$ cat config.mk
export PLATFORM = sky130hd
export DESIGN_NAME = gpc_lane
export DESIGN_NICKNAME = d
export VERILOG_FILES = /design/src/rtl/core/gpc_pkg.sv /design/src/rtl/core/gpc_lane.sv
export SDC_FILE = /design/constraint.sdc
export NUM_CORES = 1
export LEC_CHECK = 0
export BUFFER_PORTS_ARGS = -buffer_cell sky130_fd_sc_hd__buf_2
export CAP_MARGIN = 20
export CORE_AREA = 2 2 63 65
export DETAILED_ROUTE_END_ITERATION = 7
export DIE_AREA = 0 0 65 67
export GPL_TIMING_DRIVEN = 0
export PLACE_DENSITY_LB_ADDON = 0.2
export SYNTH_ARGS = -nofsm -noshare
export SYNTH_HDL_FRONTEND = slang
export SYNTH_SLANG_ARGS = --single-unit
$ cat constraint.sdc
create_clock -name vclk -period 6.7
set_clock_uncertainty 0.2 [all_clocks]
set_input_delay 0.67 -clock vclk [all_inputs]
set_output_delay 0.67 -clock vclk [all_outputs]
set_load 0.02 [all_outputs]
$ cat src/rtl/core/gpc_pkg.sv
// shared types, constants and lookup tables of the geomorphon pattern classifier
// no dependencies; imported by every module of the block
package gpc_pkg;

    localparam int NumDir    = 8;
    localparam int NumRot    = 8;
    localparam int NumLane   = 2 * NumRot;
    localparam int NumSide   = 9;
    localparam int CodeW     = 13;
    localparam int MaskW     = 8;
    localparam int CntW      = 4;
    localparam int ClassW    = 4;
    localparam int DevW      = 2;
    localparam int InDataW   = 16;
    localparam int OutDataW  = 48;
    localparam int OutFieldW = CodeW + 2 * MaskW + 2 * CntW + ClassW + DevW;

    // base-3 digit codes: sign plus one
    localparam logic [1:0] DIG_LOWER  = 2'd0;
    localparam logic [1:0] DIG_FLAT   = 2'd1;
    localparam logic [1:0] DIG_HIGHER = 2'd2;

    // largest possible code, all directions higher
    localparam logic [CodeW-1:0] CODE_MAX = 13'd6560;

    typedef logic [1:0]              digit_t;
    typedef logic [NumDir-1:0][1:0]  digvec_t;
    typedef logic [CodeW-1:0]        code_t;
    typedef logic [MaskW-1:0]        mask_t;
    typedef logic [CntW-1:0]         cnt_t;
    typedef logic [DevW-1:0]         dev_t;

    typedef enum logic [ClassW-1:0] {
        LF_FLAT      = 4'd0,
        LF_PEAK      = 4'd1,
        LF_RIDGE     = 4'd2,
        LF_SHOULDER  = 4'd3,
        LF_SPUR      = 4'd4,
        LF_SLOPE     = 4'd5,
        LF_HOLLOW    = 4'd6,
        LF_FOOTSLOPE = 4'd7,
        LF_VALLEY    = 4'd8,
        LF_PIT       = 4'd9
    } landform_t;

    // what one lane finds for its rotation
    typedef struct packed {
        code_t code;
        mask_t hi_mask;
        mask_t lo_mask;
    } lane_res_t;

    // one finished result
    typedef struct packed {
        dev_t      deviation;
        landform_t landform;
        cnt_t      count_lower;
        cnt_t      count_higher;
        mask_t     lower_mask;
        mask_t     higher_mask;
        code_t     canonical_code;
    } out_item_t;

    // powers of three for the digit weights
    localparam code_t POW3 [NumDir] = '{13'd1, 13'd3, 13'd9, 13'd27,
                                        13'd81, 13'd243, 13'd729, 13'd2187};

    // landform by (count_lower row, count_higher column)
    localparam landform_t LAND_TAB [NumSide][NumSide] = '{
        '{LF_FLAT, LF_FLAT, LF_FLAT, LF_FOOTSLOPE, LF_FOOTSLOPE, LF_VALLEY, LF_VALLEY,
          LF_VALLEY, LF_PIT},
        '{LF_FLAT, LF_FLAT, LF_FOOTSLOPE, LF_FOOTSLOPE, LF_FOOTSLOPE, LF_VALLEY, LF_VALLEY,
          LF_VALLEY, LF_FLAT},
        '{LF_FLAT, LF_SHOULDER, LF_SLOPE, LF_SLOPE, LF_HOLLOW, LF_HOLLOW, LF_VALLEY,
          LF_FLAT, LF_FLAT},
        '{LF_SHOULDER, LF_SHOULDER, LF_SLOPE, LF_SLOPE, LF_SLOPE, LF_HOLLOW, LF_FLAT,
          LF_FLAT, LF_FLAT},
        '{LF_SHOULDER, LF_SHOULDER, LF_SPUR, LF_SLOPE, LF_SLOPE, LF_FLAT, LF_FLAT,
          LF_FLAT, LF_FLAT},
        '{LF_RIDGE, LF_RIDGE, LF_SPUR, LF_SPUR, LF_FLAT, LF_FLAT, LF_FLAT, LF_FLAT, LF_FLAT},
        '{LF_RIDGE, LF_RIDGE, LF_RIDGE, LF_FLAT, LF_FLAT, LF_FLAT, LF_FLAT, LF_FLAT, LF_FLAT},
        '{LF_RIDGE, LF_RIDGE, LF_FLAT, LF_FLAT, LF_FLAT, LF_FLAT, LF_FLAT, LF_FLAT, LF_FLAT},
        '{LF_PEAK, LF_FLAT, LF_FLAT, LF_FLAT, LF_FLAT, LF_FLAT, LF_FLAT, LF_FLAT, LF_FLAT}
    };

    // deviation by (count_lower row, count_higher column)
    localparam dev_t DEV_TAB [NumSide][NumSide] = '{
        '{2'd0, 2'd1, 2'd2, 2'd0, 2'd1, 2'd1, 2'd0, 2'd1, 2'd0},
        '{2'd1, 2'd2, 2'd2, 2'd1, 2'd2, 2'd2, 2'd1, 2'd2, 2'd0},
        '{2'd2, 2'd2, 2'd2, 2'd1, 2'd2, 2'd1, 2'd2, 2'd0, 2'd0},
        '{2'd0, 2'd1, 2'd1, 2'd0, 2'd1, 2'd0, 2'd0, 2'd0, 2'd0},
        '{2'd1, 2'd2, 2'd2, 2'd1, 2'd2, 2'd0, 2'd0, 2'd0, 2'd0},
        '{2'd1, 2'd2, 2'd1, 2'd0, 2'd0, 2'd0, 2'd0, 2'd0, 2'd0},
        '{2'd0, 2'd1, 2'd2, 2'd0, 2'd0, 2'd0, 2'd0, 2'd0, 2'd0},
        '{2'd1, 2'd2, 2'd0, 2'd0, 2'd0, 2'd0, 2'd0, 2'd0, 2'd0},
        '{2'd0, 2'd0, 2'd0, 2'd0, 2'd0, 2'd0, 2'd0, 2'd0, 2'd0}
    };

    // sign to digit; the out-of-range pattern 10 counts as lower
    function automatic digit_t to_digit(input logic [1:0] raw);
        digit_t d;
        case (raw)
            2'b00:   d = DIG_FLAT;
            2'b01:   d = DIG_HIGHER;
            default: d = DIG_LOWER;
        endcase
        return d;
    endfunction

    function automatic landform_t land_lookup(input cnt_t n_lo, input cnt_t n_hi);
        landform_t lf;
        if (n_lo < CntW'(NumSide) && n_hi < CntW'(NumSide))
            lf = LAND_TAB[n_lo][n_hi];
        else
            lf = LF_FLAT;
        return lf;
    endfunction

    function automatic dev_t dev_lookup(input cnt_t n_lo, input cnt_t n_hi);
        dev_t dv;
        if (n_lo < CntW'(NumSide) && n_hi < CntW'(NumSide))
            dv = DEV_TAB[n_lo][n_hi];
        else
            dv = '0;
        return dv;
    endfunction

endpackage

$ cat src/rtl/core/gpc_lane.sv
// one classification lane: base-3 code and higher/lower masks of one rotated pattern
// depends on gpc_pkg
module gpc_lane
    import gpc_pkg::*;
(
    input  digvec_t   digits,
    output lane_res_t res
);

    // weighted digit sum and direction masks
    always_comb
    begin
        code_t code_acc;
        code_acc = '0;
        res.hi_mask = '0;
        res.lo_mask = '0;
        for (int i = 0; i < NumDir; i++)
        begin
            code_acc = code_acc + CodeW'(digits[i] * POW3[i]);
            res.hi_mask[i] = (digits[i] == DIG_HIGHER);
            res.lo_mask[i] = (digits[i] == DIG_LOWER);
        end
        res.code = code_acc;
    end

endmodule

==> flow_metrics.env, run 1 <==
export IMPL_die_x_um=65
export IMPL_worst_path_buf_inv=4
export IMPL_antenna_found_initial=0
export IMPL_critPathCaptureType="primary output"
export IMPL_drtPass1Iterations=4
export IMPL_first_iter_violations=32
export IMPL_place_congestion=0.770
export IMPL_avgSynthCellArea_um2=9.38
export IMPL_grt_max_degree=8
export IMPL_synth_distinct_cells=23
export IMPL_die_area_um2=4360
export IMPL_slowest_delay_ns=0.54
export IMPL_syn_area_um2=2060
export IMPL_seq_cells=0
export IMPL_synthTopCellsByArea="ha_1, fa_1, inv_1"
export IMPL_drc_errors=0
export IMPL_worstHoldPathCells=3
export IMPL_worstPathRequired_ns=5.83
export IMPL_vias=1519
export IMPL_hp_class="in2out"
export IMPL_post_route_min_period_ns=5.97
export IMPL_drtAntennaViolNets=0
export IMPL_fin_nets=379
export IMPL_synth_top_area_share_pct=37.0
export IMPL_row_count=22
export IMPL_tightest_slew_ns=0.361
export IMPL_cts_hold_buf=0
export IMPL_final_area_um2=2350
export IMPL_path_cells="buf_2 -> fa_1 -> inv_1 -> fa_1 -> inv_1 -> fa_1 -> fa_1 -> fa_1 -> fa_1 -> ha_1 -> nor2b_1 -> o31a_1 -> o21a_1 -> o221ai_2 -> xnor2_1 -> buf_2"
export IMPL_maxSlewViolCount=0
export IMPL_crit_arrival_ns=5.10
export IMPL_worstPathMaxFanout=4
export IMPL_cap_violations=0
export IMPL_ys_seq_area_share_pct=0
export IMPL_grt_pass1_vias=1579
export IMPL_post_cts_buffers=0
export IMPL_wl_um=3670
export IMPL_startpoint="digits[2]"
export IMPL_mappedNetlistNets=332
export IMPL_max_freq_ghz=0.168
export IMPL_routedWlPerCell_um=11.7
export IMPL_criticalPathCategory="in2out"
export IMPL_critPathMostFrequentCell="fa_1"
export IMPL_io_pins=45
export IMPL_setup_viol=0
export IMPL_grt_pass1_wl_um=6650
export IMPL_globalRouteOverflowTotal=0
export IMPL_min_from="digits[0]"
export IMPL_syn2layout_area_growth_pct=13.8
export IMPL_die_h_um=67
export IMPL_start_util_pct=57.3
export IMPL_cp_start_kind="primary input"
export IMPL_cp_top_family="adder cells"
export IMPL_yosysTopAreaCell="ha_1"
export IMPL_fill_cells=325
export IMPL_synth_warnings=0
export IMPL_critical_path_depth=16
export IMPL_setup_tns_final_ns=0
export IMPL_drive_gt1_share_pct=18.1
export IMPL_dp_hpwl_um=3500
export IMPL_regArea_um2=0
export IMPL_cp_slowest_cell="fa_1"
export IMPL_n_antenna_cell=0
export IMPL_via_per_inst=4.85
export IMPL_worst_hold_slack_ns=1.43
export IMPL_post_route_period_util_pct=89.0
export IMPL_synthCells=220
export IMPL_slew_headroom_pct=75.8
export IMPL_clock_buffers=0
export IMPL_placed_area_um2=2350
export IMPL_grt_setup_unrepaired="false"
export IMPL_port_buffers=45
export IMPL_grt_total_usage_pct=19.1
export IMPL_finalHoldViolations=0
export IMPL_outcome="completed"
export IMPL_cts_resized=0
export IMPL_core_area_um2=3610
-- path summary, 6_finish.rpt --
path / slack [ns] / to
setup / recovery: 0.73 / res[27]
hold / removal: 1.43 / res[0]
-- through the flow --
stage | setup WS [ns] | utilization [%] | std cells
2_1_floorplan | 1.05 | - | 220
3_3_place_gp | 0.730 | 65.2 | 313
3_5_place_dp | 0.699 | 65.2 | 313
4_1_cts | 0.701 | 65.2 | 313
5_1_grt | 0.456 | 65.2 | 313
6_report | 0.734 | 65.2 | 313
-- layer usage --
layer  GRT usage, %  vias to the layer above  wire length (um)
li1               -                      766                 -
met1           25.3                      735              1630
met2           37.1                       18              1960
met3          0.338                        0                79
met4              0                        0                 0
met5              0                        -                 0
-- cell usage in the layout, fill, tap and decap left out --
cell	n
a21o_1	1
a21oi_1	4
a21oi_2	1
a31oi_1	2
buf_2	45
clkbuf_1	1
fa_1	35
ha_1	61
inv_1	69
nand2_1	4
nand3_1	5
nand4_1	1
nor2_1	12
nor2b_1	4
o2111ai_1	1
o2111ai_2	1
o21a_1	2
o21ai_0	2
o21ai_1	1
o21bai_1	1
o221ai_2	1
o31a_1	1
xnor2_1	7
xor2_1	3
-- cell families after synthesis --
kind of cell | count (synthesis) | share of synthesized area (%)
adder cells (fa/ha/maj) | 96 | 70.9
buffers and inverters | 70 | 12.7
AO/OA/AOI/OAI | 18 | 6.48
XOR/XNOR | 10 | 4.24
AND/OR/NAND/NOR | 26 | 5.64
-- Yosys cell counts --
master / number
ha_1: 61
o21a_1: 2
nor2b_1: 4
xor2_1: 3
nand4_1: 1
o2111ai_2: 1
o31a_1: 1
inv_1: 69
nand3_1: 5
o21ai_1: 1
fa_1: 35
xnor2_1: 7
nor2_1: 12
o221ai_2: 1
o21ai_0: 2
a21o_1: 1
o2111ai_1: 1
clkbuf_1: 1
a21oi_2: 1
a31oi_1: 2
o21bai_1: 1
nand2_1: 4
a21oi_1: 4
-- worst min-delay path: stages --
cell	delay (ns)
buf_2	0.10
nor2_1	0.04
buf_2	0.15
-- layout make-up --
type	count	area, um^2	share of cell area (%)
repair buffers	45	225	9.58
well taps	48	60.1	2.56
multi-input cells	150	1800	76.7
inverters	69	259	11.0
plain buffers	1	3.75	0.160
Power of run 1 is left out: the tool's default activity adds up to more than one toggle a clock period on the data nets, which glitch-free logic cannot reach.
==> run 2, diff against run 1 <==
--- a/config.mk
+++ b/config.mk
@@ -11,7 +11,7 @@
 export DETAILED_ROUTE_END_ITERATION = 7
 export DIE_AREA = 0 0 65 67
 export GPL_TIMING_DRIVEN = 0
-export PLACE_DENSITY_LB_ADDON = 0.2
+export PLACE_DENSITY = 0.82
 export SYNTH_ARGS = -nofsm -noshare
 export SYNTH_HDL_FRONTEND = slang
 export SYNTH_SLANG_ARGS = --single-unit
==> run 2 against run 1 <==
  * Die area unchanged
  * Critical path depth stayed put
  * Global-route usage grew 0.10 points
  * Sequential share of layout area unchanged
  * Utilization did not move
  * Non-clock buffer count did not move
  * Sequential cell count unchanged
  * Hold slack gained 0.0072 ns
  * Cell area did not move
  * Cell count unchanged
  * Fmax fell by 0.16%
  * Largest cell class unchanged
  * Highest routed layer is now met4
==> flow_metrics.env, run 2 (synthesis results as in run 1) <==
export IMPL_outcome="completed"
export IMPL_die_h_um=67
export IMPL_criticalPathCategory="in2out"
export IMPL_regArea_um2=0
export IMPL_cts_hold_buf=0
export IMPL_via_per_inst=5.01
export IMPL_layout_commonest_cell="inv_1"
export IMPL_slew_headroom_pct=75.7
export IMPL_seq_cells=0
export IMPL_port_buffers=45
export IMPL_cp_start_kind="primary input"
export IMPL_drtAntennaViolNets=0
export IMPL_n_antenna_cell=0
export IMPL_post_cts_buffers=0
export IMPL_crit_arrival_ns=5.11
export IMPL_grt_pass1_wl_um=6700
export IMPL_die_x_um=65
export IMPL_core_area_um2=3610
export IMPL_post_route_min_period_ns=5.98
export IMPL_grt_max_degree=8
export IMPL_layout_common_cells="inv_1, ha_1, buf_2, fa_1, nor2_1"
export IMPL_row_count=22
export IMPL_dp_hpwl_um=3490
export IMPL_tightest_slew_ns=0.362
export IMPL_globalRouteOverflowTotal=0
export IMPL_fin_nets=379
export IMPL_post_route_period_util_pct=89.2
export IMPL_maxSlewViolCount=0
export IMPL_drc_errors=0
export IMPL_critPathCaptureType="primary output"
export IMPL_routedWlPerCell_um=11.9
export IMPL_drive_gt1_share_pct=18.1
export IMPL_grt_total_usage_pct=19.2
export IMPL_wl_um=3740
export IMPL_grt_pass1_vias=1638
export IMPL_first_iter_violations=24
export IMPL_worstPathMaxFanout=4
export IMPL_fill_cells=303
export IMPL_max_freq_ghz=0.167
export IMPL_drtPass1Iterations=4
export IMPL_setup_viol=0
export IMPL_antenna_found_initial=0
export IMPL_syn2layout_area_growth_pct=13.8
export IMPL_clock_buffers=0
export IMPL_vias=1568
export IMPL_grt_setup_unrepaired="false"
export IMPL_io_pins=45
export IMPL_hp_class="in2out"
export IMPL_finalHoldViolations=0
export IMPL_crit_end="res[27]"
export IMPL_startpoint="digits[2]"
export IMPL_worstPathRequired_ns=5.83
export IMPL_cts_resized=0
export IMPL_place_congestion=0.829
export IMPL_cap_violations=0
export IMPL_start_util_pct=57.3
export IMPL_die_area_um2=4360
export IMPL_setup_tns_final_ns=0
==> run 2: cell counts in the layout (fill, tap and decap cells not counted) <==
Identical to the previous run, type by type.
==> run 2: worst min path at each step <==
stage | endpoint | cells after the start | startpoint | slack (ns)
final | res[8] | 3 | digits[0] | 1.43
after global routing | res[8] | 3 | digits[0] | 1.45
after CTS | res[2] | 3 | digits[4] | 1.44
after detailed placement | res[2] | 3 | digits[4] | 1.43
after global placement | res[0] | 3 | digits[1] | 1.42
after floorplan | res[0] | 1 | digits[0] | 1.21
==> run 2: layer usage <==
| metal | global-route usage [%] | wire length, um | vias up |
|---|---|---|---|
| met2 | 38.1 | 2000 | 37 |
| met1 | 23.3 | 1570 | 752 |
| met4 | 3.19 | 55 | 0 |
| met3 | 0.507 | 118 | 10 |
| met5 | 0 | 0 | - |
| li1 | - | - | 769 |
==> run 2: worst max-delay path: stages <==
cell	delay (ns)
buf_2	0.13
fa_1	0.41
inv_1	0.07
fa_1	0.41
inv_1	0.09
fa_1	0.43
fa_1	0.46
fa_1	0.54
fa_1	0.42
ha_1	0.35
nor2b_1	0.17
o31a_1	0.27
o21a_1	0.20
o221ai_2	0.18
xnor2_1	0.13
buf_2	0.17
==> run 2: metrics by stage <==
stage	instances	hold WS [ns]	worst slack (ns)	util, %	area (um^2)
2_1_floorplan	220	1.21	1.05	-	2060
3_3_place_gp	313	1.42	0.730	65.2	2350
3_5_place_dp	313	1.43	0.696	65.2	2350
4_1_cts	313	1.44	0.700	65.2	2350
5_1_grt	313	1.45	0.505	65.2	2350
6_report	313	1.43	0.725	65.2	2350
==> run 2: cell type report <==
cell class	count	area, um^2	share of cell area, %
timing repair buffer	45	225	9.58
tap	48	60.1	2.56
multi-input combinational	150	1800	76.7
buffer	1	3.75	0.160
inverter	69	259	11.0
Power of run 2 is left out for the same reason.
==> run 3, diff against run 2 <==
--- a/config.mk
+++ b/config.mk
@@ -7,11 +7,13 @@
 export LEC_CHECK = 0
 export BUFFER_PORTS_ARGS = -buffer_cell sky130_fd_sc_hd__buf_2
 export CAP_MARGIN = 20
-export CORE_AREA = 2 2 63 65
+export CELL_PAD_IN_SITES_DETAIL_PLACEMENT = 0
+export CELL_PAD_IN_SITES_GLOBAL_PLACEMENT = 2
+export CORE_AREA = 2 2 79 81
 export DETAILED_ROUTE_END_ITERATION = 7
-export DIE_AREA = 0 0 65 67
+export DIE_AREA = 0 0 81 83
 export GPL_TIMING_DRIVEN = 0
-export PLACE_DENSITY = 0.82
+export PLACE_DENSITY_LB_ADDON = 0.1
 export SYNTH_ARGS = -nofsm -noshare
 export SYNTH_HDL_FRONTEND = slang
 export SYNTH_SLANG_ARGS = --single-unit
==> constraint.sdc (replaced) <==
create_clock -name vclk -period 6.7
set_clock_uncertainty 0.2 [all_clocks]
set_input_delay 0.335 -clock vclk [all_inputs]
set_output_delay 0.335 -clock vclk [all_outputs]
set_load 0.02 [all_outputs]
==> run 3 against run 2 <==
  * Cell area rose by 1.4%
  * Clock-buffer cell count did not move
  * Non-clock buffer count did not move
  * First-iteration DRC count rose by 4.2%
  * Worst setup slack improved by 0.65 ns
  * Cell count rose by 8.6%
  * Die area rose by 54%
  * Global-route usage fell by 6.9 points
  * Via count fell by 5.0%
  * Critical path depth rose by 1
  * Largest cell class unchanged
  * Highest routed layer is now met3
==> flow_metrics.env, run 3 (synthesis results as in run 1) <==
export IMPL_outcome="completed"
export IMPL_n_antenna_cell=0
export IMPL_drc_errors=0
export IMPL_post_route_min_period_ns=5.32
export IMPL_antenna_found_initial=0
export IMPL_max_freq_ghz=0.188
export IMPL_grt_pass1_vias=1552
export IMPL_cts_hold_buf=0
export IMPL_crit_end="res[28]"
export IMPL_tightest_slew_ns=0.415
export IMPL_post_route_period_util_pct=79.5
export IMPL_grt_total_usage_pct=12.3
export IMPL_drtPass1Iterations=4
export IMPL_globalRouteOverflowTotal=0
export IMPL_seq_cells=0
export IMPL_startpoint="digits[10]"
export IMPL_setup_tns_final_ns=0
export IMPL_routedWlPerCell_um=11.3
export IMPL_port_buffers=45
export IMPL_cts_resized=0
export IMPL_fin_nets=379
export IMPL_regArea_um2=0
export IMPL_dp_hpwl_um=3610
export IMPL_cp_start_kind="primary input"
export IMPL_first_iter_violations=25
export IMPL_hp_class="in2out"
export IMPL_die_h_um=83
export IMPL_setup_viol=0
export IMPL_clock_buffers=0
export IMPL_grt_setup_unrepaired="false"
export IMPL_post_cts_buffers=0
export IMPL_syn2layout_area_growth_pct=15.5
export IMPL_drtAntennaViolNets=0
export IMPL_die_area_um2=6720
export IMPL_die_x_um=81
export IMPL_criticalPathCategory="in2out"
export IMPL_vias=1490
export IMPL_grt_pass1_wl_um=6860
export IMPL_core_area_um2=5820
export IMPL_critPathCaptureType="primary output"
export IMPL_wl_um=3840
export IMPL_place_congestion=0.736
export IMPL_grt_max_degree=8
export IMPL_cap_violations=0
export IMPL_worstPathMaxFanout=7
export IMPL_start_util_pct=35.5
export IMPL_row_count=28
export IMPL_finalHoldViolations=0
export IMPL_via_per_inst=4.38
export IMPL_worstPathRequired_ns=6.16
export IMPL_io_pins=45
export IMPL_layout_common_cells="inv_1, ha_1, buf_2, fa_1, nor2_1"
export IMPL_layout_commonest_cell="inv_1"
export IMPL_drive_gt1_share_pct=18.1
export IMPL_crit_arrival_ns=4.79
export IMPL_slew_headroom_pct=72.2
export IMPL_maxSlewViolCount=0
run 3: worst min path at each step:
| stage | startpoint | endpoint | slack, ns | depth (start not counted) |
|---|---|---|---|---|
| 2_1_floorplan | digits[0] | res[0] | 0.54 | 1 |
| 3_3_place_gp | digits[1] | res[0] | 0.75 | 3 |
| 3_5_place_dp | digits[1] | res[0] | 0.76 | 3 |
| 4_1_cts | digits[1] | res[0] | 0.76 | 3 |
| 5_1_grt | digits[4] | res[2] | 0.77 | 3 |
| 6_report | digits[0] | res[0] | 0.75 | 3 |
run 3: stage by stage:
step | utilization [%] | cells | setup slack [ns] | area [um^2] | hold WS (ns)
floorplan | - | 220 | 1.72 | 2060 | 0.545
global placement | 41.0 | 340 | 1.34 | 2380 | 0.752
detailed placement | 41.0 | 340 | 1.34 | 2380 | 0.755
CTS | 41.0 | 340 | 1.31 | 2380 | 0.756
global route | 41.0 | 340 | 1.13 | 2380 | 0.771
finish | 41.0 | 340 | 1.38 | 2380 | 0.753
run 3: worst max-delay path: stages:
cell and delay [ns]:
buf_2 0.20, inv_1 0.10, ha_1 0.33, fa_1 0.51, inv_1 0.05, fa_1 0.46
fa_1 0.42, inv_1 0.08, fa_1 0.42, ha_1 0.33, ha_1 0.31, a21oi_2 0.18
o2111ai_2 0.17, a31oi_1 0.40, o21bai_1 0.15, xnor2_1 0.16, buf_2 0.18
run 3: routing by layer:
metal | global-route usage [%] | part of all wire [%] | vias to the layer above
met4 | 0 | 0 | 0
met3 | 0 | 2.4 | 0
met2 | 21.2 | 49 | 21
li1 | - | - | 770
met5 | 0 | 0 | -
met1 | 18.5 | 49 | 699
run 3: cell type report:
class | count | area (um^2)
fill | 659 | 3430
timing repair buffer | 45 | 225
buffer | 1 | 3.75
inverter | 69 | 259
multi-input combinational | 150 | 1800
tap | 75 | 93.8
Power of run 3 is left out for the same reason.
