### src/rtl/core/gpc_pkg.sv
// shared types, constants and lookup tables of the geomorphon pattern classifier
// no dependencies; imported by every module of the block
package gpc_pkg;

    localparam int NumDir    = 8;
    localparam int NumRot    = 8;
    localparam int NumLane   = 2 * NumRot;
    localparam int NumSide   = 9;
    localparam int CodeW     = 13;
    localparam int MaskW     = 8;
    localparam int CntW      = 4;
    localparam int ClassW    = 4;
    localparam int DevW      = 2;
    localparam int InDataW   = 16;
    localparam int OutDataW  = 48;
    localparam int OutFieldW = CodeW + 2 * MaskW + 2 * CntW + ClassW + DevW;

    // base-3 digit codes: sign plus one
    localparam logic [1:0] DIG_LOWER  = 2'd0;
    localparam logic [1:0] DIG_FLAT   = 2'd1;
    localparam logic [1:0] DIG_HIGHER = 2'd2;

    // largest possible code, all directions higher
    localparam logic [CodeW-1:0] CODE_MAX = 13'd6560;

    typedef logic [1:0]              digit_t;
    typedef logic [NumDir-1:0][1:0]  digvec_t;
    typedef logic [CodeW-1:0]        code_t;
    typedef logic [MaskW-1:0]        mask_t;
    typedef logic [CntW-1:0]         cnt_t;
    typedef logic [DevW-1:0]         dev_t;

    typedef enum logic [ClassW-1:0] {
        LF_FLAT      = 4'd0,
        LF_PEAK      = 4'd1,
        LF_RIDGE     = 4'd2,
        LF_SHOULDER  = 4'd3,
        LF_SPUR      = 4'd4,
        LF_SLOPE     = 4'd5,
        LF_HOLLOW    = 4'd6,
        LF_FOOTSLOPE = 4'd7,
        LF_VALLEY    = 4'd8,
        LF_PIT       = 4'd9
    } landform_t;

    // what one lane finds for its rotation
    typedef struct packed {
        code_t code;
        mask_t hi_mask;
        mask_t lo_mask;
    } lane_res_t;

    // one finished result
    typedef struct packed {
        dev_t      deviation;
        landform_t landform;
        cnt_t      count_lower;
        cnt_t      count_higher;
        mask_t     lower_mask;
        mask_t     higher_mask;
        code_t     canonical_code;
    } out_item_t;

    // powers of three for the digit weights
    localparam code_t POW3 [NumDir] = '{13'd1, 13'd3, 13'd9, 13'd27,
                                        13'd81, 13'd243, 13'd729, 13'd2187};

    // landform by (count_lower row, count_higher column)
    localparam landform_t LAND_TAB [NumSide][NumSide] = '{
        '{LF_FLAT, LF_FLAT, LF_FLAT, LF_FOOTSLOPE, LF_FOOTSLOPE, LF_VALLEY, LF_VALLEY,
          LF_VALLEY, LF_PIT},
        '{LF_FLAT, LF_FLAT, LF_FOOTSLOPE, LF_FOOTSLOPE, LF_FOOTSLOPE, LF_VALLEY, LF_VALLEY,
          LF_VALLEY, LF_FLAT},
        '{LF_FLAT, LF_SHOULDER, LF_SLOPE, LF_SLOPE, LF_HOLLOW, LF_HOLLOW, LF_VALLEY,
          LF_FLAT, LF_FLAT},
        '{LF_SHOULDER, LF_SHOULDER, LF_SLOPE, LF_SLOPE, LF_SLOPE, LF_HOLLOW, LF_FLAT,
          LF_FLAT, LF_FLAT},
        '{LF_SHOULDER, LF_SHOULDER, LF_SPUR, LF_SLOPE, LF_SLOPE, LF_FLAT, LF_FLAT,
          LF_FLAT, LF_FLAT},
        '{LF_RIDGE, LF_RIDGE, LF_SPUR, LF_SPUR, LF_FLAT, LF_FLAT, LF_FLAT, LF_FLAT, LF_FLAT},
        '{LF_RIDGE, LF_RIDGE, LF_RIDGE, LF_FLAT, LF_FLAT, LF_FLAT, LF_FLAT, LF_FLAT, LF_FLAT},
        '{LF_RIDGE, LF_RIDGE, LF_FLAT, LF_FLAT, LF_FLAT, LF_FLAT, LF_FLAT, LF_FLAT, LF_FLAT},
        '{LF_PEAK, LF_FLAT, LF_FLAT, LF_FLAT, LF_FLAT, LF_FLAT, LF_FLAT, LF_FLAT, LF_FLAT}
    };

    // deviation by (count_lower row, count_higher column)
    localparam dev_t DEV_TAB [NumSide][NumSide] = '{
        '{2'd0, 2'd1, 2'd2, 2'd0, 2'd1, 2'd1, 2'd0, 2'd1, 2'd0},
        '{2'd1, 2'd2, 2'd2, 2'd1, 2'd2, 2'd2, 2'd1, 2'd2, 2'd0},
        '{2'd2, 2'd2, 2'd2, 2'd1, 2'd2, 2'd1, 2'd2, 2'd0, 2'd0},
        '{2'd0, 2'd1, 2'd1, 2'd0, 2'd1, 2'd0, 2'd0, 2'd0, 2'd0},
        '{2'd1, 2'd2, 2'd2, 2'd1, 2'd2, 2'd0, 2'd0, 2'd0, 2'd0},
        '{2'd1, 2'd2, 2'd1, 2'd0, 2'd0, 2'd0, 2'd0, 2'd0, 2'd0},
        '{2'd0, 2'd1, 2'd2, 2'd0, 2'd0, 2'd0, 2'd0, 2'd0, 2'd0},
        '{2'd1, 2'd2, 2'd0, 2'd0, 2'd0, 2'd0, 2'd0, 2'd0, 2'd0},
        '{2'd0, 2'd0, 2'd0, 2'd0, 2'd0, 2'd0, 2'd0, 2'd0, 2'd0}
    };

    // sign to digit; the out-of-range pattern 10 counts as lower
    function automatic digit_t to_digit(input logic [1:0] raw);
        digit_t d;
        case (raw)
            2'b00:   d = DIG_FLAT;
            2'b01:   d = DIG_HIGHER;
            default: d = DIG_LOWER;
        endcase
        return d;
    endfunction

    function automatic landform_t land_lookup(input cnt_t n_lo, input cnt_t n_hi);
        landform_t lf;
        if (n_lo < CntW'(NumSide) && n_hi < CntW'(NumSide))
            lf = LAND_TAB[n_lo][n_hi];
        else
            lf = LF_FLAT;
        return lf;
    endfunction

    function automatic dev_t dev_lookup(input cnt_t n_lo, input cnt_t n_hi);
        dev_t dv;
        if (n_lo < CntW'(NumSide) && n_hi < CntW'(NumSide))
            dv = DEV_TAB[n_lo][n_hi];
        else
            dv = '0;
        return dv;
    endfunction

endpackage

### src/rtl/core/gpc_merge.sv
// merging stage: two-level registered minimum tree over the lanes, table lookup, output register
// depends on gpc_pkg
module gpc_merge
    import gpc_pkg::*;
(
    input  logic      clk,
    input  logic      rst_n,
    input  logic      in_valid,
    output logic      in_ready,
    input  lane_res_t lanes [NumLane],
    input  cnt_t      n_hi,
    input  cnt_t      n_lo,
    output logic      out_valid,
    input  logic      out_ready,
    output out_item_t out_item
);

    localparam int Grp1 = NumLane / 4;
    localparam int MGrp = NumRot / 4;

    function automatic code_t min_code(input code_t a, input code_t b);
        return (a < b) ? a : b;
    endfunction

    function automatic mask_t min_mask(input mask_t a, input mask_t b);
        return (a < b) ? a : b;
    endfunction

    logic      m1_valid_reg;
    code_t     m1_code_reg [Grp1];
    mask_t     m1_hi_reg   [MGrp];
    mask_t     m1_lo_reg   [MGrp];
    cnt_t      m1_nhi_reg;
    cnt_t      m1_nlo_reg;
    landform_t m1_lf_reg;
    dev_t      m1_dev_reg;

    code_t     m1_code_next [Grp1];
    mask_t     m1_hi_next   [MGrp];
    mask_t     m1_lo_next   [MGrp];

    logic      out_valid_reg;
    out_item_t out_item_reg;
    out_item_t out_item_next;

    logic      out_free;
    logic      m1_move;

    assign out_free = !out_valid_reg || out_ready;
    assign m1_move  = m1_valid_reg && out_free;
    assign in_ready = !m1_valid_reg || out_free;

    // first level: groups of four codes and masks; only unmirrored lanes give masks
    always_comb
    begin
        for (int g = 0; g < Grp1; g++)
        begin
            m1_code_next[g] = min_code(min_code(lanes[4*g].code, lanes[4*g+1].code),
                                       min_code(lanes[4*g+2].code, lanes[4*g+3].code));
        end
        for (int g = 0; g < MGrp; g++)
        begin
            m1_hi_next[g] = min_mask(min_mask(lanes[4*g].hi_mask, lanes[4*g+1].hi_mask),
                                     min_mask(lanes[4*g+2].hi_mask, lanes[4*g+3].hi_mask));
            m1_lo_next[g] = min_mask(min_mask(lanes[4*g].lo_mask, lanes[4*g+1].lo_mask),
                                     min_mask(lanes[4*g+2].lo_mask, lanes[4*g+3].lo_mask));
        end
    end

    // second level and result assembly
    always_comb
    begin
        out_item_next.canonical_code = min_code(min_code(m1_code_reg[0], m1_code_reg[1]),
                                                min_code(m1_code_reg[2], m1_code_reg[3]));
        out_item_next.higher_mask    = min_mask(m1_hi_reg[0], m1_hi_reg[1]);
        out_item_next.lower_mask     = min_mask(m1_lo_reg[0], m1_lo_reg[1]);
        out_item_next.count_higher   = m1_nhi_reg;
        out_item_next.count_lower    = m1_nlo_reg;
        out_item_next.landform       = m1_lf_reg;
        out_item_next.deviation      = m1_dev_reg;
    end

    // valid flags
    always_ff @(posedge clk or negedge rst_n)
    begin
        if (!rst_n)
        begin
            m1_valid_reg  <= 1'b0;
            out_valid_reg <= 1'b0;
        end
        else
        begin
            if (in_ready)
                m1_valid_reg <= in_valid;
            if (out_free)
                out_valid_reg <= m1_valid_reg;
        end
    end

    // payload registers
    always_ff @(posedge clk)
    begin
        if (in_valid && in_ready)
        begin
            m1_code_reg <= m1_code_next;
            m1_hi_reg   <= m1_hi_next;
            m1_lo_reg   <= m1_lo_next;
            m1_nhi_reg  <= n_hi;
            m1_nlo_reg  <= n_lo;
            m1_lf_reg   <= land_lookup(n_lo, n_hi);
            m1_dev_reg  <= dev_lookup(n_lo, n_hi);
        end
        if (m1_move)
            out_item_reg <= out_item_next;
    end

    assign out_valid = out_valid_reg;
    assign out_item  = out_item_reg;

endmodule

### config.mk
export PLATFORM = sky130hd
export DESIGN_NAME = gpc_merge
export DESIGN_NICKNAME = d
export VERILOG_FILES = /design/src/rtl/core/gpc_pkg.sv /design/src/rtl/core/gpc_merge.sv
export SDC_FILE = /design/constraint.sdc
export NUM_CORES = 1
export LEC_CHECK = 0
export BUFFER_PORTS_ARGS = -buffer_cell sky130_fd_sc_hd__buf_2
export CORE_MARGIN = 2
export CORE_UTILIZATION = 23
export DETAILED_ROUTE_END_ITERATION = 12
export PLACE_DENSITY = 0.52
export REMOVE_ABC_BUFFERS = 1
export SYNTH_ARGS = -nofsm -noshare
export SYNTH_HDL_FRONTEND = slang
export SYNTH_SLANG_ARGS = --single-unit
### constraint.sdc
create_clock -name clk -period 3.55 [get_ports clk]
set_input_delay 1.065 -clock clk [delete_from_list [all_inputs] [get_ports clk]]
set_output_delay 1.065 -clock clk [all_outputs]
set_load 0.01 [all_outputs]
==> results.txt, run 1 <==
----------------------------------------------------
[Status]
  Outcome ... finished with violations
  Violations in the final reports ... setup timing

[Clocking]
  Number of buffers inserted for hold repair after clock tree synthesis ... 0
  TritonCTS clock tree ... yes
  Maximum buffer depth of the clock tree ... 2
  Clock slew at the register clock pins of the worst setup and hold paths ... 0.06 ns
  CTS Buf Count ... 17
  Number of H-tree branching levels ... 4
  Clock sink count ... 143
  Clock insertion delay at the later pin of the skew report ... 0.45 ns
  Clock tree root driver cell ... clkbuf_16

[Pwr]
  Worst supply voltage drop on vdd ... around 390 uV
  Switching share of power ... 0.3426
  Switching component of the power ... 3.650 mW
  Pleak ... 13.19 nW
  Share of power burned in registers ... 0.226
  Areal power density over the cells ... 393.4 mW/mm^2
  Clock Power Share ... 0.192
  Portion of total power attributed to combinational logic ... 0.582
  Internal portion of total power ... approximately 7.0 mW

[Floorplanning]
  Die Span Y ... 262.6 um
  Starting Density ... 0.2331
  Cell Rows ... 94
  Core region area ... 0.06598 mm^2
  Die Width ... 262.6 um
  Number of top-level design ports ... approximately 520
  Area of the die ... 0.06895 mm^2

[Cells and area]
  Signed area change from the synthesized netlist to the final layout ... 76.09%
  Fin cells ... 3554
  Area occupied by multi-input gates ... between 0.01 and 0.015 mm^2
  FF/Latch Area ... approximately 0.0043 mm^2
  Max reg flops ... 52
  Share of post-route cells with drive strength above 1 ... 0.5520
  Filler instances ... 6300
  Core utilization of the finished layout ... 0.4105
  Number of nets in the layout ... 3431

[Place]
  DP Wirelength ... 43.00 mm
  Post-Place Worst Slack ... -1.709 ns
  Placed instance count ... 3388
  Number of buffers added on ports ... roughly 400
  Weighted congestion at the end of routability-driven global placement ... 0.8941

[Logic synthesis]
  Number of different library cells in the post-synthesis netlist ... 60
  Count of flip-flops with a built-in enable after synthesis ... 141
  Cells taking the most area after synthesis ... edfxtp_1 28%, ha_1 23%, mux2i_1 15%, inv_1 7.4%, a21oi_1 3.7%
  Synth warnings ... 0
  Fraction of synthesis flops using an asynchronous set or reset pin ... 0.01399
  Synthesized netlist cell count ... 1635
  Post-synth top area share ... 0.2753
  Seq/Total Area, Yosys ... 0.2786
  Total standard cell area after synthesis ... 0.01538 mm^2
  Post-synthesis sequential element count ... 143
  Top flip-flop cell by instance count after synthesis ... edfxtp_1
  Yosys top cell by area ... edfxtp_1
  Synthesized area per cell ... 9.407 um^2

[Timing]
  Setup repair after global routing missed its margin ... true
  # setup viols final ... 73
  Fmax ... 0.2351 GHz
  Headroom to the max-slew limit ... 0.4966
  Post-route minimum period ... between 4 and 5 ns
  Worst-Margin Slew ... 0.7551 ns
  Final period utilization ... 1.198
  Min setup slack post-route ... -0.7031 ns
  Number of max-slew violations in the final report ... 0
  Hold slack final ... between 0.3 and 0.4 ns
  Hold Vio Cnt, Final ... 0
  Clock skew after layout ... 0.008186 ns

[Detailed routing]
  DRC violations left ... 0
  DRT Wirelength ... 53.97 mm
  Via density per instance ... 4.453
  Vias after detailed routing ... about 16000
  1st-pass router iterations ... 7
  Count of nets left with antenna violations after detail routing ... 0
  Starting DRT DRC Count ... 740
  Wirelength per Cell ... 15.18 um

[Setup path]
  Worst setup path class ... input pin to flip-flop
  Critical Path Source Type ... input pin
  Worst EP arrival ... 4.45 ns
  CP Capture Type ... flip-flop
  Maximum fanout count along the critical path ... 5
  Required time reported for the critical path endpoint ... 3.75 ns

[GRT]
  Routing usage on met3 ... 0.02867
  Global-route congestion overflow total ... 0
  Most utilized layer in the global route result ... met2
  Wire length of the first global-routing pass ... 85.31 mm
  Via count of the first global-routing pass ... ~17000
  Total routing resource utilization after global routing ... 0.1520
  Antenna violations before repair ... 3
  Met1 global-route usage ... 0.1683
  Maximum number of pins on one net before global-route repair ... 53
  Global routing usage on met2 ... 0.2893

[Hold path]
  Tightest Hold Check Type ... input pin to async pin

[Run]
  Max-cap check violation count ... 0

----------------------------------------------------
==> worst max-delay path, cell delays in order <==
cell       delay (ns)
buf_8            0.10
inv_4            0.04
ha_4             0.19
and4_4           0.19
and3_4           0.15
a211oi_2         0.21
a31oi_1          0.13
o21a_1           0.21
nor2_2           0.12
buf_6            0.15
buf_6            0.11
buf_4            0.10
mux2i_2          0.23
ha_1             0.28
o21ai_1          0.12
a211oi_2         0.10
a211oi_2         0.26
a21boi_4         0.25
a41oi_4          0.08
clkbuf_16        0.22
mux2i_2          0.14
==> final cells by class <==
cell class | count | share of cell area
Sequential cell | 143 | 0.1582
Clock inverter | 14 | 0.008778
Clock buffer | 18 | 0.01585
Timing Repair Buffer | 1052 | 0.2753
Inverter | 302 | 0.04315
Multi-Input combinational cell | 1156 | 0.4584
Antenna cell | 5 | 0.0004620
Tap cell | 864 | 0.03992
==> power groups by stage <==
stage                     combinational [mW]  clock [mW]  sequential, mW
after floorplan                         2.34           0            2.45
after global placement                  4.55           0            2.43
after detailed placement                4.67           0            2.44
after CTS                               5.76        2.10            2.41
after global routing                    6.75        2.17            2.44
final                                   6.20        2.04            2.41
==> per-layer routing <==
metal / vias to the layer above / share of wire
met5: - / 0
li1: 7973 / -
met1: 7438 / 0.40
met3: 79 / 0.044
met4: 0 / 0.025
met2: 335 / 0.53
==> cell families (layout without fill, tap and decap cells) <==
logic type / after synthesis / count (layout) / synth area share
compound gates: 347 / 347 / 0.1512
flops: 143 / 143 / 0.2786
buf+inv: 336 / 1386 / 0.08518
fa+ha+maj: 283 / 283 / 0.2302
other cells: 0 / 5 / 0
simple gates: 268 / 268 / 0.08477
mux: 257 / 257 / 0.1695
xor+xnor: 1 / 1 / 0.0005696
==> cell usage after synthesis (3+ instances only) <==
master     number
or2_2           4
a31oi_1        15
nor2_1         83
edfxtp_1      141
ha_1          283
o2111ai_1      11
and2_1          8
buf_6           3
a21boi_0        3
a31o_2          3
o21ai_1         6
and4_1          5
nand2b_1       18
nand4_1        25
nand3_1        20
o211ai_1        7
nor2b_1        25
a211oi_1       12
o22a_1          6
o221ai_1        3
a21oi_1       113
a2111oi_2       3
nor3_1         13
a21o_1         56
a2111oi_0       6
mux2_2         19
nand2_1        56
clkbuf_1       18
and3_1          3
a32oi_1         3
buf_2           9
inv_1         302
o21a_1         27
nand2_2         3
buf_4           4
o21ai_0        48
a21oi_2         3
mux2i_1       236
==> placed cells by master (no fill, tap or decap), drive strengths merged, types with 7 or more instances in the layout <==
cell	n
a2111oi	9
a211oi	13
a21o	56
a21oi	117
a31oi	17
and2	8
buf	1049
clkbuf	21
edfxtp	141
ha	283
inv	304
mux2	21
mux2i	236
nand2	59
nand2b	18
nand3	20
nand4	25
nor2	83
nor2b	25
nor3	13
o2111ai	11
o211ai	7
o21a	27
o21ai	55
==> stage by stage <==
step	setup TNS, ns	power [mW]	area, um^2
2_1_floorplan	-146.97	4.795	15200
5_1_grt	-45.96	11.36	27080
6_report	-32.34	10.65	27080
3_5_place_dp	-104.81	7.105	22310
3_3_place_gp	-98.08	6.984	22310
4_1_cts	-31.92	10.27	25650
==> final timing paths <==
path | to | slack (ns) | depth (start not counted) | startpoint
hold reg to reg | out_item[32]$_DFFE_PP_ | 0.42 | 0 | m1_nhi_reg[3]$_DFFE_PP_
setup / recovery | m1_code_reg[28]$_DFFE_PP_ | -0.70 | 21 | lanes[256]
min in group clk | out_item[32]$_DFFE_PP_ | 0.42 | 0 | m1_nhi_reg[3]$_DFFE_PP_
hold / removal | out_valid$_DFFE_PN0P_ | 0.39 | 1 | rst_n
max in group asynchronous | m1_valid_reg$_DFFE_PN0N_ | 3.06 | 1 | rst_n
setup reg to reg | out_item[9]$_DFFE_PP_ | -0.56 | 25 | m1_code_reg[43]$_DFFE_PP_
==> repair_timing <==
action	in CTS	in global routing
setup endpoints to repair	97	97
gates resized for setup	361	243
pin swaps	125	129
cloned	5	0
buffers inserted	97	38
Note: power is estimated with default switching activity, not from simulation.
==> inputs of run 2 (changes only) <==
PLACE_DENSITY = 0.47   (was 0.52)
==> results.txt, run 2 (synthesis gave the netlist of run 1 again) <==
----------------------------------------------------
[Status]
  Outcome ... finished with violations
  Violations in the final reports ... setup timing

[Cells and area]
  Share of post-route cells with drive strength above 1 ... 0.5660
  Commonest non-fill, non-tap cells in the layout ... 643 x buf_4, 348 x buf_2, 255 x inv_1
  Core utilization of the finished layout ... 0.4167
  Signed area change from the synthesized netlist to the final layout ... 78.77%
  Most frequent standard cell in the layout excluding fill and tap cells ... buf_4
  Number of nets in the layout ... 3460
  Final standard cell area without fillers ... 0.02749 mm^2
  Max reg flops ... 52

[Clocking]
  TritonCTS clock tree ... yes
  Clock sink count ... 143
  Clock tree root driver cell ... clkbuf_16
  CTS Buf Count ... 17
  Clock insertion delay at the later pin of the skew report ... 0.45 ns
  Number of H-tree branching levels ... 4
  Clock slew at the register clock pins of the worst setup and hold paths ... 0.07 ns
  Maximum buffer depth of the clock tree ... 2

[Detailed routing]
  DRC violations left ... 0
  1st-pass router iterations ... 5
  Vias after detailed routing ... 15750
  Via density per instance ... 4.401
  DRT Wirelength ... 53.43 mm
  Starting DRT DRC Count ... 527
  Wirelength per Cell ... roughly 15 um
  Count of nets left with antenna violations after detail routing ... 0

[Setup path]
  Logic depth of the worst register-to-register path ... 19
  Maximum fanout count along the critical path ... 6
  CP Capture Type ... flip-flop
  Required time reported for the critical path endpoint ... 3.85 ns
  Worst setup path class ... input pin to flip-flop
  Worst EP arrival ... 4.54 ns
  Critical Path Source Type ... input pin

[Floorplanning]
  Starting Density ... 0.2331
  Cell Rows ... 94
  Number of top-level design ports ... 521
  Die Width ... 262.6 um
  Die Span Y ... ~260 um
  Core region area ... 0.06598 mm^2
  Area of the die ... between 0.06 and 0.07 mm^2

[Place]
  Post-Place Cell Area ... roughly 0.022 mm^2
  DP Wirelength ... roughly 43 mm
  Number of buffers added on ports ... around 400
  Weighted congestion at the end of routability-driven global placement ... roughly 0.89

[GRT]
  Antenna violations before repair ... 1
  Via count of the first global-routing pass ... 16840
  Global-route congestion overflow total ... 0
  Total routing resource utilization after global routing ... 0.1510
  Wire length of the first global-routing pass ... approximately 84 mm
  Maximum number of pins on one net before global-route repair ... 40

[Timing]
  Post-route minimum period ... approximately 4.2 ns
  Number of max-slew violations in the final report ... 0
  # setup viols final ... 73
  Min setup slack post-route ... -0.6908 ns
  Clock skew after layout ... 0.01174 ns
  Worst-Margin Slew ... ~0.84 ns
  Final period utilization ... 1.195
  Fmax ... 0.2358 GHz
  Setup repair after global routing missed its margin ... true
  Headroom to the max-slew limit ... 0.4380
  Hold Vio Cnt, Final ... 0

[Pwr]
  Pleak ... 13.31 nW
  Share of power burned in registers ... 0.227
  Portion of total power attributed to combinational logic ... 0.592
  Internal portion of total power ... approximately 6.9 mW
  Clock Power Share ... 0.181
  Areal power density over the cells ... around 380 mW/mm^2
  Switching component of the power ... 3.669 mW
  Switching share of power ... 0.3472
  Worst supply voltage drop on vdd ... between 300 and 400 uV

[Run]
  Max-cap check violation count ... 0

[Hold path]
  Tightest Hold Check Type ... input pin to async pin

----------------------------------------------------
[run 2: changes by cell type in the layout (fill, tap and decap cells not counted), sizes merged]
cell / delta
bufinv: -2
clkinv: -2
buf: +30
diode: -4
clkinvlp: +3
[run 2: stage by stage]
stage	power, mW	TNS (ns)	setup WS (ns)	instances	hold slack (ns)
6_report	10.57	-34.65	-0.6908	3579	0.3887
3_5_place_dp	7.099	-104.61	-1.659	3411	0.4045
4_1_cts	10.17	-30.03	-0.6447	3538	0.3497
5_1_grt	11.32	-46.84	-0.8325	3579	0.3611
3_3_place_gp	6.998	-98.55	-1.521	3411	0.4031
2_1_floorplan	4.795	-146.97	-1.695	1601	0.4003
[run 2: final cells by class]
| type | count | area (um^2) |
|---|---|---|
| Inverter | 302 | 1169 |
| Clock buffer | 19 | 432.9 |
| Antenna cell | 1 | 2.502 |
| Fill cell | 6353 | 38490 |
| Multi-Input combinational cell | 1156 | 12590 |
| Clock inverter | 13 | 186.4 |
| Sequential cell | 143 | 4284 |
| Timing Repair Buffer | 1081 | 7744 |
| Tap cell | 864 | 1081 |
[run 2: routing by layer]
metal	vias up	part of all wire	global-route usage
met5	-	0	0
met4	0	0.021	0.04442
met3	64	0.039	0.02820
met2	286	0.52	0.2830
met1	7376	0.42	0.1726
li1	8026	-	-
[run 2: final timing paths]
check / endpoint / slack [ns] / startpoint
setup reg to reg: out_item[11]$_DFFE_PP_ / -0.48 / m1_code_reg[6]$_DFFE_PP_
min in group clk: out_item[40]$_DFFE_PP_ / 0.41 / m1_lf_reg[3]$_SDFFCE_PN0P_
setup / recovery: m1_code_reg[10]$_DFFE_PP_ / -0.69 / lanes[113]
max in group asynchronous: out_valid$_DFFE_PN0P_ / 3.07 / rst_n
hold reg to reg: out_item[40]$_DFFE_PP_ / 0.41 / m1_lf_reg[3]$_SDFFCE_PN0P_
hold / removal: m1_valid_reg$_DFFE_PN0N_ / 0.39 / rst_n
[run 2: worst max-delay path, cell delays in order]
cell       delay [ns]
buf_6            0.10
ha_4             0.23
a21o_1           0.17
a21oi_2          0.20
o2111ai_2        0.18
o31ai_4          0.34
mux2i_2          0.36
inv_2            0.09
ha_4             0.25
a21o_1           0.15
a21o_1           0.18
a21oi_2          0.12
nor2_1           0.06
a211oi_2         0.22
buf_4            0.17
nand3_4          0.06
o21ai_4          0.21
buf_12           0.17
mux2i_4          0.21
[run 2: repair_timing]
action,CTS,global route
setup endpoints to repair,97,96
endpoints found under the hold margin,0,0
gates resized for setup,445,214
pin swaps,158,115
buffers inserted,95,46
hold buffers,0,0
gates cloned,3,0
[run 2: power groups by stage]
stage / logic (mW) / clock network [mW] / registers, mW
after detailed placement: 4.67 / 0 / 2.43
after global routing: 6.83 / 2.05 / 2.43
after CTS: 5.78 / 1.99 / 2.41
after floorplan: 2.34 / 0 / 2.45
after global placement: 4.57 / 0 / 2.43
final: 6.26 / 1.91 / 2.40
